$ cat src/sv/lcsd_pkg.sv
// Shared types and constants for the load-cell settling detector.
// Used by lcsd_div and load_cell_settle_detector_top; no dependencies.
`timescale 1ns / 1ps
`default_nettype none

package lcsd_pkg;

  // Field widths
  localparam int RAW_W    = 24;
  localparam int TIME_W   = 32;
  localparam int WEIGHT_W = 32;
  localparam int CFG_D_W  = 32;
  localparam int CFG_A_W  = 3;
  localparam int SUM_W    = 40;   // enough for up to 256 weights
  localparam int RUN_W    = 8;

  // Shared divider: 41-bit dividend (|net| << 16), 24-bit divisor
  localparam int DIV_N_W = 41;
  localparam int DIV_D_W = 24;

  localparam int WINDOW_LENGTH_DEF = 10;

  // Converter saturation codes
  localparam logic [RAW_W-1:0] RAW_SAT_HIGH = 24'h7F_FFFF;
  localparam logic [RAW_W-1:0] RAW_SAT_LOW  = 24'h80_0000;

  // Register reset values
  localparam logic [23:0] TARE_RST     = 24'd0;
  localparam logic [23:0] CPG_RST      = 24'd115712;
  localparam logic [23:0] THR_RST      = 24'd2560;
  localparam logic [7:0]  NEEDED_RST   = 8'd3;
  localparam logic [31:0] INTERVAL_RST = 32'd5000;

  typedef enum logic [CFG_A_W-1:0] {
    REG_TARE_OFFSET      = 3'd0,
    REG_COUNTS_PER_GRAM  = 3'd1,
    REG_SETTLE_THRESHOLD = 3'd2,
    REG_SETTLE_COUNT     = 3'd3,
    REG_LIVE_INTERVAL    = 3'd4
  } cfg_reg_t;

  typedef enum logic [1:0] {
    KIND_STABLE_ON  = 2'd0,
    KIND_STABLE_OFF = 2'd1,
    KIND_LIVE       = 2'd2
  } report_kind_t;

  typedef enum logic [2:0] {
    ST_IDLE,
    ST_NET,
    ST_WDIV,
    ST_SUM,
    ST_ASTART,
    ST_ADIV,
    ST_STEP
  } state_t;

  typedef struct packed {
    logic signed [RAW_W-1:0] raw_sample;
    logic [TIME_W-1:0]       time_ms;
    logic                    event_tag_present;
  } in_item_t;

  typedef struct packed {
    logic [1:0]                 report_kind;
    logic signed [WEIGHT_W-1:0] weight_q8;
    logic                       last_of_run;
  } out_item_t;

endpackage

`default_nettype wire

$ cat src/sv/load_cell_settle_detector_top.sv
// Load-cell settling detector: scaling, moving average, stability and live reports.
// Depends on lcsd_pkg and lcsd_div.
`timescale 1ns / 1ps
`default_nettype none

// Channel   Direction  Handshake               Payload
// in        sink       in_valid / in_ready     in_data  (lcsd_pkg::in_item_t)
// out       source     out_valid / out_ready   out_data (lcsd_pkg::out_item_t)
// cfg       sink       cfg_valid / cfg_ready   cfg_index, cfg_data
//
// A request runs from acceptance through a net step, two passes through the
// shared one-bit-per-cycle divider (41 quotient bits each; weight scale, then
// window average), window update, average start and commit, then returns to
// idle, where the next request can be accepted. A zero scale skips the first
// pass. A saturated sample is taken with no effect. Reset (sync, active high)
// restores register defaults and clears the sequencer, divider, window, settle
// and output-count state. Up to two results per request sit in a two-entry
// output buffer; the next request is taken while they wait, and only the final
// commit step stalls until the buffer has drained. cfg_ready is always high.

module load_cell_settle_detector_top #(
  parameter int WINDOW_LENGTH = lcsd_pkg::WINDOW_LENGTH_DEF
) (
  input  wire                               clk,
  input  wire                               rst,
  input  wire                               in_valid,
  output logic                              in_ready,
  input  wire  lcsd_pkg::in_item_t          in_data,
  output logic                              out_valid,
  input  wire                               out_ready,
  output lcsd_pkg::out_item_t               out_data,
  input  wire                               cfg_valid,
  output logic                              cfg_ready,
  input  wire  [lcsd_pkg::CFG_A_W-1:0]      cfg_index,
  input  wire  [lcsd_pkg::CFG_D_W-1:0]      cfg_data
);

  localparam int SLOT_W = (WINDOW_LENGTH > 1) ? $clog2(WINDOW_LENGTH) : 1;
  localparam int FILL_W = $clog2(WINDOW_LENGTH + 1);
  localparam int SUM_W  = lcsd_pkg::SUM_W;
  localparam int N_W    = lcsd_pkg::DIV_N_W;
  localparam int D_W    = lcsd_pkg::DIV_D_W;

  // ---------------- configuration registers ----------------
  logic signed [23:0] tare_offset;
  logic [23:0]        counts_per_gram;
  logic [23:0]        settle_threshold;
  logic [7:0]         settle_count_needed;
  logic [31:0]        live_interval_ms;

  assign cfg_ready = 1'b1;

  always_ff @(posedge clk) begin
    if (rst) begin
      tare_offset         <= lcsd_pkg::TARE_RST;
      counts_per_gram     <= lcsd_pkg::CPG_RST;
      settle_threshold    <= lcsd_pkg::THR_RST;
      settle_count_needed <= lcsd_pkg::NEEDED_RST;
      live_interval_ms    <= lcsd_pkg::INTERVAL_RST;
    end else if (cfg_valid && cfg_ready) begin
      unique case (cfg_index)
        lcsd_pkg::REG_TARE_OFFSET:      tare_offset         <= cfg_data[23:0];
        lcsd_pkg::REG_COUNTS_PER_GRAM:  counts_per_gram     <= cfg_data[23:0];
        lcsd_pkg::REG_SETTLE_THRESHOLD: settle_threshold    <= cfg_data[23:0];
        lcsd_pkg::REG_SETTLE_COUNT:     settle_count_needed <= cfg_data[7:0];
        lcsd_pkg::REG_LIVE_INTERVAL:    live_interval_ms    <= cfg_data;
        default: ;
      endcase
    end
  end

  // ---------------- sequencer ----------------
  lcsd_pkg::state_t state, state_next;

  logic in_fire;
  logic in_sat;
  logic div_start;
  logic div_done;
  logic win_we;
  logic step_fire;
  logic [1:0] ocnt;

  assign in_fire = in_valid && in_ready;
  assign in_sat  = (in_data.raw_sample == lcsd_pkg::RAW_SAT_HIGH) ||
                   (in_data.raw_sample == lcsd_pkg::RAW_SAT_LOW);

  always_comb begin
    state_next = state;
    unique case (state)
      lcsd_pkg::ST_IDLE:   if (in_fire && !in_sat) state_next = lcsd_pkg::ST_NET;
      lcsd_pkg::ST_NET:    state_next = (counts_per_gram == '0) ? lcsd_pkg::ST_SUM
                                                                : lcsd_pkg::ST_WDIV;
      lcsd_pkg::ST_WDIV:   if (div_done) state_next = lcsd_pkg::ST_SUM;
      lcsd_pkg::ST_SUM:    state_next = lcsd_pkg::ST_ASTART;
      lcsd_pkg::ST_ASTART: state_next = lcsd_pkg::ST_ADIV;
      lcsd_pkg::ST_ADIV:   if (div_done) state_next = lcsd_pkg::ST_STEP;
      lcsd_pkg::ST_STEP:   if (ocnt == 2'd0) state_next = lcsd_pkg::ST_IDLE;
      default:             state_next = lcsd_pkg::ST_IDLE;
    endcase
  end

  always_comb begin
    in_ready  = (state == lcsd_pkg::ST_IDLE);
    div_start = ((state == lcsd_pkg::ST_NET) && (counts_per_gram != '0)) ||
                (state == lcsd_pkg::ST_ASTART);
    win_we    = (state == lcsd_pkg::ST_SUM);
    step_fire = (state == lcsd_pkg::ST_STEP) && (ocnt == 2'd0);
  end

  always_ff @(posedge clk) begin
    if (rst) state <= lcsd_pkg::ST_IDLE;
    else     state <= state_next;
  end

  // ---------------- sample, net, weight ----------------
  lcsd_pkg::in_item_t smp;
  logic               net_neg;
  logic               sum_neg;
  logic signed [31:0] weight;
  logic signed [31:0] avg;

  logic [24:0]        net;
  logic [24:0]        net_mag;
  logic [N_W-1:0]     sum_mag;
  logic [N_W-1:0]     div_dividend;
  logic [D_W-1:0]     div_divisor;
  logic [N_W-1:0]     div_q;
  logic [31:0]        w_sat;
  logic [31:0]        avg_q;

  always_comb begin
    net     = {smp.raw_sample[23], smp.raw_sample} - {tare_offset[23], tare_offset};
    net_mag = net[24] ? (25'd0 - net) : net;
    // sign taken straight from the sum, which is already updated at average start
    sum_mag = {1'b0, (window_sum[SUM_W-1] ? (SUM_W'(0) - window_sum) : window_sum)};
    if (state == lcsd_pkg::ST_NET) begin
      div_dividend = {net_mag, 16'd0};
      div_divisor  = counts_per_gram;
    end else begin
      div_dividend = sum_mag;
      div_divisor  = D_W'(window_fill);
    end
    // sign and 32-bit saturation of the scaled weight
    if (!net_neg)
      w_sat = (div_q > N_W'(32'h7FFF_FFFF)) ? 32'h7FFF_FFFF : div_q[31:0];
    else
      w_sat = (div_q > N_W'(32'h8000_0000)) ? 32'h8000_0000 : (32'd0 - div_q[31:0]);
    // a window mean never leaves the 32-bit range
    avg_q = sum_neg ? (32'd0 - div_q[31:0]) : div_q[31:0];
  end

  lcsd_div u_div (
    .clk      (clk),
    .rst      (rst),
    .start    (div_start),
    .dividend (div_dividend),
    .divisor  (div_divisor),
    .done     (div_done),
    .quotient (div_q)
  );

  // ---------------- window ----------------
  logic [31:0]       win_mem [WINDOW_LENGTH];
  logic [31:0]       win_rd;
  logic [SLOT_W-1:0] write_slot;
  logic [FILL_W-1:0] window_fill;
  logic [SUM_W-1:0]  window_sum;
  logic              win_full;
  logic [SUM_W-1:0]  sum_next;

  assign win_full = (window_fill == FILL_W'(WINDOW_LENGTH));

  always_comb begin
    sum_next = window_sum + {{(SUM_W-32){weight[31]}}, weight}
             - (win_full ? {{(SUM_W-32){win_rd[31]}}, win_rd} : SUM_W'(0));
  end

  // the oldest entry is read ahead; slot is steady since the request started
  always_ff @(posedge clk) begin
    if (win_we) win_mem[write_slot] <= weight;
    win_rd <= win_mem[write_slot];
  end

  always_ff @(posedge clk) begin
    if (in_fire) smp <= in_data;
    if (state == lcsd_pkg::ST_NET) begin
      net_neg <= net[24];
      if (counts_per_gram == '0) weight <= '0;
    end
    if ((state == lcsd_pkg::ST_WDIV) && div_done) weight <= w_sat;
    if (state == lcsd_pkg::ST_ASTART) sum_neg <= window_sum[SUM_W-1];
    if ((state == lcsd_pkg::ST_ADIV) && div_done) avg <= avg_q;
  end

  always_ff @(posedge clk) begin
    if (rst) begin
      write_slot  <= '0;
      window_fill <= '0;
      window_sum  <= '0;
    end else if (win_we) begin
      window_sum  <= sum_next;
      if (!win_full) window_fill <= window_fill + 1'b1;
      write_slot  <= (write_slot == SLOT_W'(WINDOW_LENGTH - 1)) ? '0
                                                                : write_slot + 1'b1;
    end
  end

  // ---------------- settle rules ----------------
  logic signed [31:0] previous_average;
  logic [7:0]         settle_run;
  logic               stable_flag;
  logic signed [31:0] held_weight;
  logic [31:0]        last_live_time;

  logic [32:0] d_prev, d_prev_abs, d_stab, d_stab_abs;
  logic [7:0]  run_new;
  logic        go_on, go_off, avg_pos, emit_ev, live;
  logic [31:0] elapsed;
  lcsd_pkg::out_item_t r0, r1;
  logic [1:0]  rcnt;

  always_comb begin
    d_prev     = {avg[31], avg} - {previous_average[31], previous_average};
    d_prev_abs = d_prev[32] ? (33'd0 - d_prev) : d_prev;
    d_stab     = {avg[31], avg} - {held_weight[31], held_weight};
    d_stab_abs = d_stab[32] ? (33'd0 - d_stab) : d_stab;

    if (d_prev_abs < {9'd0, settle_threshold})
      run_new = (settle_run == 8'hFF) ? settle_run : settle_run + 1'b1;
    else
      run_new = '0;

    // on and off are exclusive: on needs the old flag low, off needs it high
    go_on   = !stable_flag && (run_new >= settle_count_needed);
    go_off  = stable_flag && (d_stab_abs > {9'd0, settle_threshold});
    avg_pos = !avg[31] && (avg != '0);
    emit_ev = (go_on || go_off) && avg_pos && smp.event_tag_present;
    elapsed = smp.time_ms - last_live_time;
    live    = (elapsed >= live_interval_ms);

    r0.report_kind = go_on ? lcsd_pkg::KIND_STABLE_ON : lcsd_pkg::KIND_STABLE_OFF;
    r0.weight_q8   = avg;
    r0.last_of_run = !live;
    r1.report_kind = lcsd_pkg::KIND_LIVE;
    r1.weight_q8   = avg;
    r1.last_of_run = 1'b1;
    rcnt           = 2'(emit_ev) + 2'(live);
    if (!emit_ev) r0 = r1;
  end

  always_ff @(posedge clk) begin
    if (rst) begin
      previous_average <= '0;
      settle_run       <= '0;
      stable_flag      <= 1'b0;
      held_weight      <= '0;
      last_live_time   <= '0;
    end else if (step_fire) begin
      previous_average <= avg;
      settle_run       <= run_new;
      if (go_on) begin
        stable_flag <= 1'b1;
        held_weight <= avg;
      end else if (go_off) begin
        stable_flag <= 1'b0;
      end
      if (live) last_live_time <= smp.time_ms;
    end
  end

  // ---------------- output buffer ----------------
  lcsd_pkg::out_item_t ob0, ob1;

  assign out_valid = (ocnt != 2'd0);
  assign out_data  = ob0;

  always_ff @(posedge clk) begin
    if (rst) begin
      ocnt <= 2'd0;
    end else if (step_fire) begin
      ocnt <= rcnt;
    end else if (out_valid && out_ready) begin
      ocnt <= ocnt - 1'b1;
    end
  end

  always_ff @(posedge clk) begin
    if (step_fire) begin
      ob0 <= r0;
      ob1 <= r1;
    end else if (out_valid && out_ready) begin
      ob0 <= ob1;
    end
  end

endmodule

`default_nettype wire

$ cat src/sv/lcsd_div.sv
// Unsigned restoring divider, one quotient bit per cycle.
// Depends on lcsd_pkg for operand widths.
`timescale 1ns / 1ps
`default_nettype none

module lcsd_div (
  input  wire                              clk,
  input  wire                              rst,
  input  wire                              start,
  input  wire  [lcsd_pkg::DIV_N_W-1:0]     dividend,
  input  wire  [lcsd_pkg::DIV_D_W-1:0]     divisor,
  output logic                             done,
  output logic [lcsd_pkg::DIV_N_W-1:0]     quotient
);

  localparam int N_W   = lcsd_pkg::DIV_N_W;
  localparam int D_W   = lcsd_pkg::DIV_D_W;
  localparam int CNT_W = $clog2(N_W);

  logic             busy;
  logic [CNT_W-1:0] cnt;
  logic [D_W-1:0]   rem;
  logic [D_W-1:0]   dvs;
  logic [N_W-1:0]   qreg;

  logic [D_W:0]     rem_sh;
  logic [D_W:0]     rem_sub;
  logic             q_bit;

  // shift in the next dividend bit, trial subtract
  always_comb begin
    rem_sh  = {rem, qreg[N_W-1]};
    rem_sub = rem_sh - {1'b0, dvs};
    q_bit   = (rem_sh >= {1'b0, dvs});
  end

  always_ff @(posedge clk) begin
    if (rst) begin
      busy <= 1'b0;
      done <= 1'b0;
      cnt  <= '0;
    end else begin
      done <= 1'b0;
      if (start) begin
        busy <= 1'b1;
        cnt  <= '0;
      end else if (busy) begin
        cnt <= cnt + 1'b1;
        if (cnt == CNT_W'(N_W - 1)) begin
          busy <= 1'b0;
          done <= 1'b1;
        end
      end
    end
  end

  always_ff @(posedge clk) begin
    if (start) begin
      rem  <= '0;
      dvs  <= divisor;
      qreg <= dividend;
    end else if (busy) begin
      rem  <= q_bit ? rem_sub[D_W-1:0] : rem_sh[D_W-1:0];
      qreg <= {qreg[N_W-2:0], q_bit};
    end
  end

  assign quotient = qreg;

endmodule

`default_nettype wire

$ cat config.mk
export PLATFORM = sky130hd
export DESIGN_NAME = load_cell_settle_detector_top
export DESIGN_NICKNAME = d
export VERILOG_FILES = /design/src/sv/lcsd_pkg.sv /design/src/sv/load_cell_settle_detector_top.sv /design/src/sv/lcsd_div.sv
export SDC_FILE = /design/constraint.sdc
export NUM_CORES = 2
export LEC_CHECK = 0
export CAP_MARGIN = 5
export CORE_ASPECT_RATIO = 0.9
export CORE_MARGIN = 1
export CORE_UTILIZATION = 40
export CTS_CLUSTER_SIZE = 10
export DETAILED_ROUTE_END_ITERATION = 16
export DONT_BUFFER_PORTS = 1
export GPL_ROUTABILITY_DRIVEN = 0
export HOLD_SLACK_MARGIN = 0.03
export SLEW_MARGIN = 20
export SYNTH_ARGS = -nofsm -noshare
export SYNTH_HDL_FRONTEND = slang
export SYNTH_HIERARCHICAL = 1
export SYNTH_SLANG_ARGS = --single-unit
export TNS_END_PERCENT = 5
$ cat constraint.sdc
create_clock -name clk -period 13.3 [get_ports clk]
set_input_delay 1.33 -clock clk [delete_from_list [all_inputs] [get_ports clk]]
set_output_delay 1.33 -clock clk [all_outputs]
set_load 0.01 [all_outputs]
Word level (Yosys, flattened, before mapping)
Memories as Yosys holds them, arrays and structs flattened. A register that Yosys moved wholly into a read port is not among the register bits. Cells that the tools add are included. W data, S select, Z words.

RAM bits: 320. Memories: 1. Register bits: 557. Logic and storage cells: 165. Output and inout port bits: 38.

Memory list: win_mem (words 10, width 32, rd ports 1, clocked after Yosys merged registers in 1, wr ports 1, RTL line load_cell_settle_detector_top.sv:163) `logic [31:0] win_mem [WINDOW_LENGTH];`.

$add $sub $neg: 18. Eq/ne operators: 20. Mux-type cells: 40. Bitwise logic cells: 2. Reduce and logical (&&, ||, !) cells: 44. Magnitude comparators: 7.

Operator list (count): $mux W32 (7); $mux W41 (3); $mux W35 (3); $mux W40 (2); $mux W33 (2); $sub A1 B33 Y33 const A (2); $sub A32 B32 Y33 (2); $gt A41 B31 Y1 const B (1); $gt A41 B32 Y1 const B (1); $add A40 B40 Y40 (1); $sub A1 B40 Y40 const A (1); $sub A40 B40 Y40 (1); $gt A33 B24 Y1 (1); $lt A33 B24 Y1 (1); $ge A32 B32 Y1 (1); $reduce_bool A32 Y1 (1); $sub A1 B32 Y32 const A (1); $sub A32 B32 Y32 (1); $ge A25 B24 Y1 (1); $mux W25 (1); $sub A1 B25 Y25 const A (1); $sub A24 B24 Y25 (1); $eq A24 B23 Y1 const B (1); $eq A24 B24 Y1 const B (1); 35 further kinds (93).

Logic depth before layout (Yosys ltp)
Depth after elaboration: 12. Depth in mapped cells: 43. Gate-level depth less buffers: 41.

Cells and area by module
The synthesis kept the hierarchy.

Modules (own cells, without submodules): load_cell_settle_detector_top (cells an instance 4606, seq. area each 21360.5 um^2, times used 1, area each 45822.7 um^2); lcsd_div (cells an instance 460, seq. area each 2592.5 um^2, times used 1, area each 5215.0 um^2).

Least setup slack after synthesis
Ideal clock, no wire load.

Path kind: register to register. Start point: register avg[0]. End point: register held_weight[10]. Buffers on the path: 4. Period minus slack after synthesis: 8.090 ns. Data required time: 13.172 ns. Arrival time: 7.962 ns. Cell stages (with the launch flop): 43. Slack: 5.210 ns. Path through: edfxtp_1 > inv_1 > ha_1 > fa_1 > nand2b_1 > a211o_1 > a21oi_1 > nor3_1 > o311ai_0 > nand3_1 > a31oi_1 > clkbuf_1 > nor2_1 > xnor2_1 > ha_1 > o21a_1 > o21a_1 > o21a_1 > (+7 left out) > buf_6 > nand3_1 > ha_1 > nand2b_1 > a21oi_1 > nor2b_1 > o21ai_0 > nand2b_1 > a21oi_1 > nor2b_1 > o21ai_0 > nand2b_1 > a21oi_1 > or3_1 > clkbuf_1 > buf_1 > mux2i_1 > nor2_1.

Longest elaborated chain between the ends: 8.

RTL lines: from (decl) (RTL line load_cell_settle_detector_top.sv:120) `logic signed [31:0] avg;`; from (signal assigned) (RTL line load_cell_settle_detector_top.sv:192) `if ((state == lcsd_pkg::ST_ADIV) && div_done) avg <= avg_q;`; $sub A32 B32 Y33 * (RTL line load_cell_settle_detector_top.sv:223) `d_prev = {avg[31], avg} - {previous_average[31], previous_average};`; $sub A1 B33 Y33 (RTL line load_cell_settle_detector_top.sv:224) `d_prev_abs = d_prev[32] ? (33'd0 - d_prev) : d_prev;`; $mux W33 * (RTL line load_cell_settle_detector_top.sv:224); $lt A33 B24 Y1 * (RTL line load_cell_settle_detector_top.sv:228) `if (d_prev_abs < {9'd0, settle_threshold})`; $mux W8 * (RTL line load_cell_settle_detector_top.sv:228); $ge A8 B8 Y1 * (RTL line load_cell_settle_detector_top.sv:234) `go_on = !stable_flag && (run_new >= settle_count_needed);`; $logic_and A1 B1 Y1 * (RTL line load_cell_settle_detector_top.sv:234); $reduce_and A2 Y1 (no source line) *; to (signal assigned) (RTL line load_cell_settle_detector_top.sv:263) `held_weight <= avg;`; to (decl) (RTL line load_cell_settle_detector_top.sv:212) `logic signed [31:0] held_weight;`.

Every way passes the cells marked *; elsewhere a longest branch is shown, timed or not. A chain may end at the register's enable or synchronous reset.

Final worst setup path
Start point: register avg[0]. End point: register held_weight[28].

Same word-level chain as after synthesis.

==> impl_results.md <==
* Post-synthesis cell type count at 105
* Core Rows at 123
* Synthesized Nets at 5,491
* Post-DR wirelength/cell at 19.3 um
* #FFs+latches synth at 909
* Synth top area share at 33.8%
* Vias per cell at 5.48
* Post-Syn Area per Cell at 10.1 sq um
* Drt drc at 0
* Fin cells at 6,784
* HPWL after DPL at 91,100 um
* Critical Path Start Type: flop
* Finished layout cell area at 56,000 sq um
* Final wirelength at 131,000 um
* PwrDens at 157 nW/um^2
* Worst EP required at 13,870 ps
* FFs w/ async S/R, synth at 0%
* HP Class: reg -> reg
* Pre-antenna DRT Iters at 6
* Synth area leaders: edfxtp_1, dfxtp_1, ha_1
* Count leader, synth: nand2_1
* Clk_lat worst skew at 730 ps
* GR Util All Layers at 20.2%
* Nets at 5,432
* Max-Cap Viols at 0
* CORE AREA at 126,000 sq um
* Number of buffers inserted by port buffering at 0
* DR iter-0 viols at 3,180
* TritonCTS Buffers at 105
* Hold_ws at 449 ps
* Grt ovf at 0
* Chip Height at 341 um
* Initial Utilization at 40.6%
* Post-synth top cells: nand2_1, edfxtp_1, inv_1
* Actual slew at the worst max-slew pin at 1110 ps
* First-pass GRT wire length at 204,000 um
* Routed Antenna Nets at 0
* Final-report setup violation count at 0
* CTS root buf: clkbuf_16
* Slowest-stage cell, CP: nor4_4
* Final Slew Violations at 0
* Post-cts sizing count at 0
* Placed insts at 6,587
* Area leader, netlist: edfxtp_1
* Setup ws final at 4190 ps
* Synth Cell Area at 51,000 sq um
* Ant diodes at 0
* Placed cell areas at 52,700 sq um
* Crit. End Element: flop
* Post-synth EDFFs at 575
* FILL cells at 11,800
* Run status: finished, final reports clean
* Worst-path clk slew at 60 ps
* Die ar. at 129,000 sq um
* Post-CTS Setup Inserts at 0
* Clk buf depth at 3
* # clock sinks at 909
* Setup TNS at 0 ps
* Share of cells above drive strength 1 at 7.16%
* Vias in the first global route at 35,000
* H-tree depth at 3
* Worst slew margin at 25.7%
* Synth warn at 6
* Total number of vias at 37,100
* Static Leakage at 20.5 nW
* Total power at 8.81 mW
* Cells after Synth at 5,066
* Crit path DAT at 9670 ps
* Crit-path max cell delay at 610 ps
* Unrepaired setup endpoints after global routing: false
* Initial antenna violation count at 5
* Minimum clock period at 9110 ps
* Hold_buf cts at 0
* Die width at 379 um
* Ys flop type: edfxtp_1
* Max IR drop VDD at 0.172 mV
* Layout Area Growth over Synthesis at 9.77%
* DP Worst Slack at 4390 ps
* Fmax at 110 MHz
* CP max FO at 33
* Final hold violations at 0
* Seq/Total Area, Yosys at 46.9%
* Crit Path Category: reg -> reg
* Largest net degree at the start of global routing at 285
* Worst Skew at 46.2 ps
* CTS tree: done
* Crit share post-route at 68.5%
* Boundary Pins at 135
* Fin util at 44.6%
[flip-flops by register name, indices dropped and copies added, names as in the netlist, 32 cells and up]
name,flops
avg,32
held_weight,32
last_live_time,32
live_interval_ms,32
ob1,32
out_data,35
previous_average,32
smp,57
u_div/quotient,41
weight,32
win_mem,320
win_rd,32
window_sum,40
[logic make-up after synthesis]
group,after synthesis,synth area share (%)
simple gates,1580,15.0
compound gates,1091,13.5
flops,909,46.9
buf+inv,650,4.90
fa+ha+maj,328,8.69
xor+xnor,290,4.99
mux,217,5.93
other cells,1,0.00735
[final cells by class]
cell class / count / area [sq um] / area share, %
inverter: 439 / 1650 / 2.94
tap: 1687 / 2110 / 3.77
sequential: 909 / 24000 / 42.8
multi-input combinational: 3507 / 24700 / 44.1
clock inverter: 15 / 284 / 0.507
timing repair buffer: 45 / 338 / 0.603
clock buffer: 182 / 3000 / 5.35
[placed cells by master, fill, tap and decap left out, types with 45 or more instances in the layout]
cell type,instances
nand2_1,612
edfxtp_1,575
inv_1,436
a21oi_1,427
dfxtp_1,330
nor2_1,309
ha_1,284
xnor2_1,211
o21ai_0,177
mux2i_1,109
and2_1,108
clkbuf_16,106
a211oi_1,96
a21o_1,93
xor2_1,78
nor3_1,73
clkbuf_1,70
nand3_1,69
mux4_2,64
nand4_1,52
nand2b_1,50
buf_4,45
[final timing paths]
check / start / end / slack [ps] / cells past startpoint
min: window_sum[10]$_SDFFE_PP0P_ / window_sum[10]$_SDFFE_PP0P_ / 450 / 2
max: avg[0]$_DFFE_PP_ / held_weight[28]$_SDFFE_PP0P_ / 4190 / 40
min reg2reg: window_sum[10]$_SDFFE_PP0P_ / window_sum[10]$_SDFFE_PP0P_ / 450 / 2
max reg2reg: avg[0]$_DFFE_PP_ / held_weight[28]$_SDFFE_PP0P_ / 4190 / 40
[report_power, final]
group	internal (mW)	total, mW	switching, mW
sequential	3.33	3.60	0.266
clock	1.62	2.80	1.17
combinational	0.968	2.42	1.45
[per-layer routing]
metal	routed length, um	vias to the layer above	track usage, %
met1	63500	18000	30.2
met4	2450	0	4.61
li1	-	18000	-
met3	7300	144	2.90
met2	57500	991	30.6
met5	0	-	0
[worst max-delay path: cells and delay by family (launching register included)]
family / cells / cell delay [ps]
buffers and inverters: 2 / 600
muxes: 1 / 250
and+or+nand+nor: 13 / 2050
adders and majority gates: 4 / 1240
AOI/OAI and AO/OA: 20 / 4310
DFF: 1 / 410
Power figures use the tool's default switching activity.
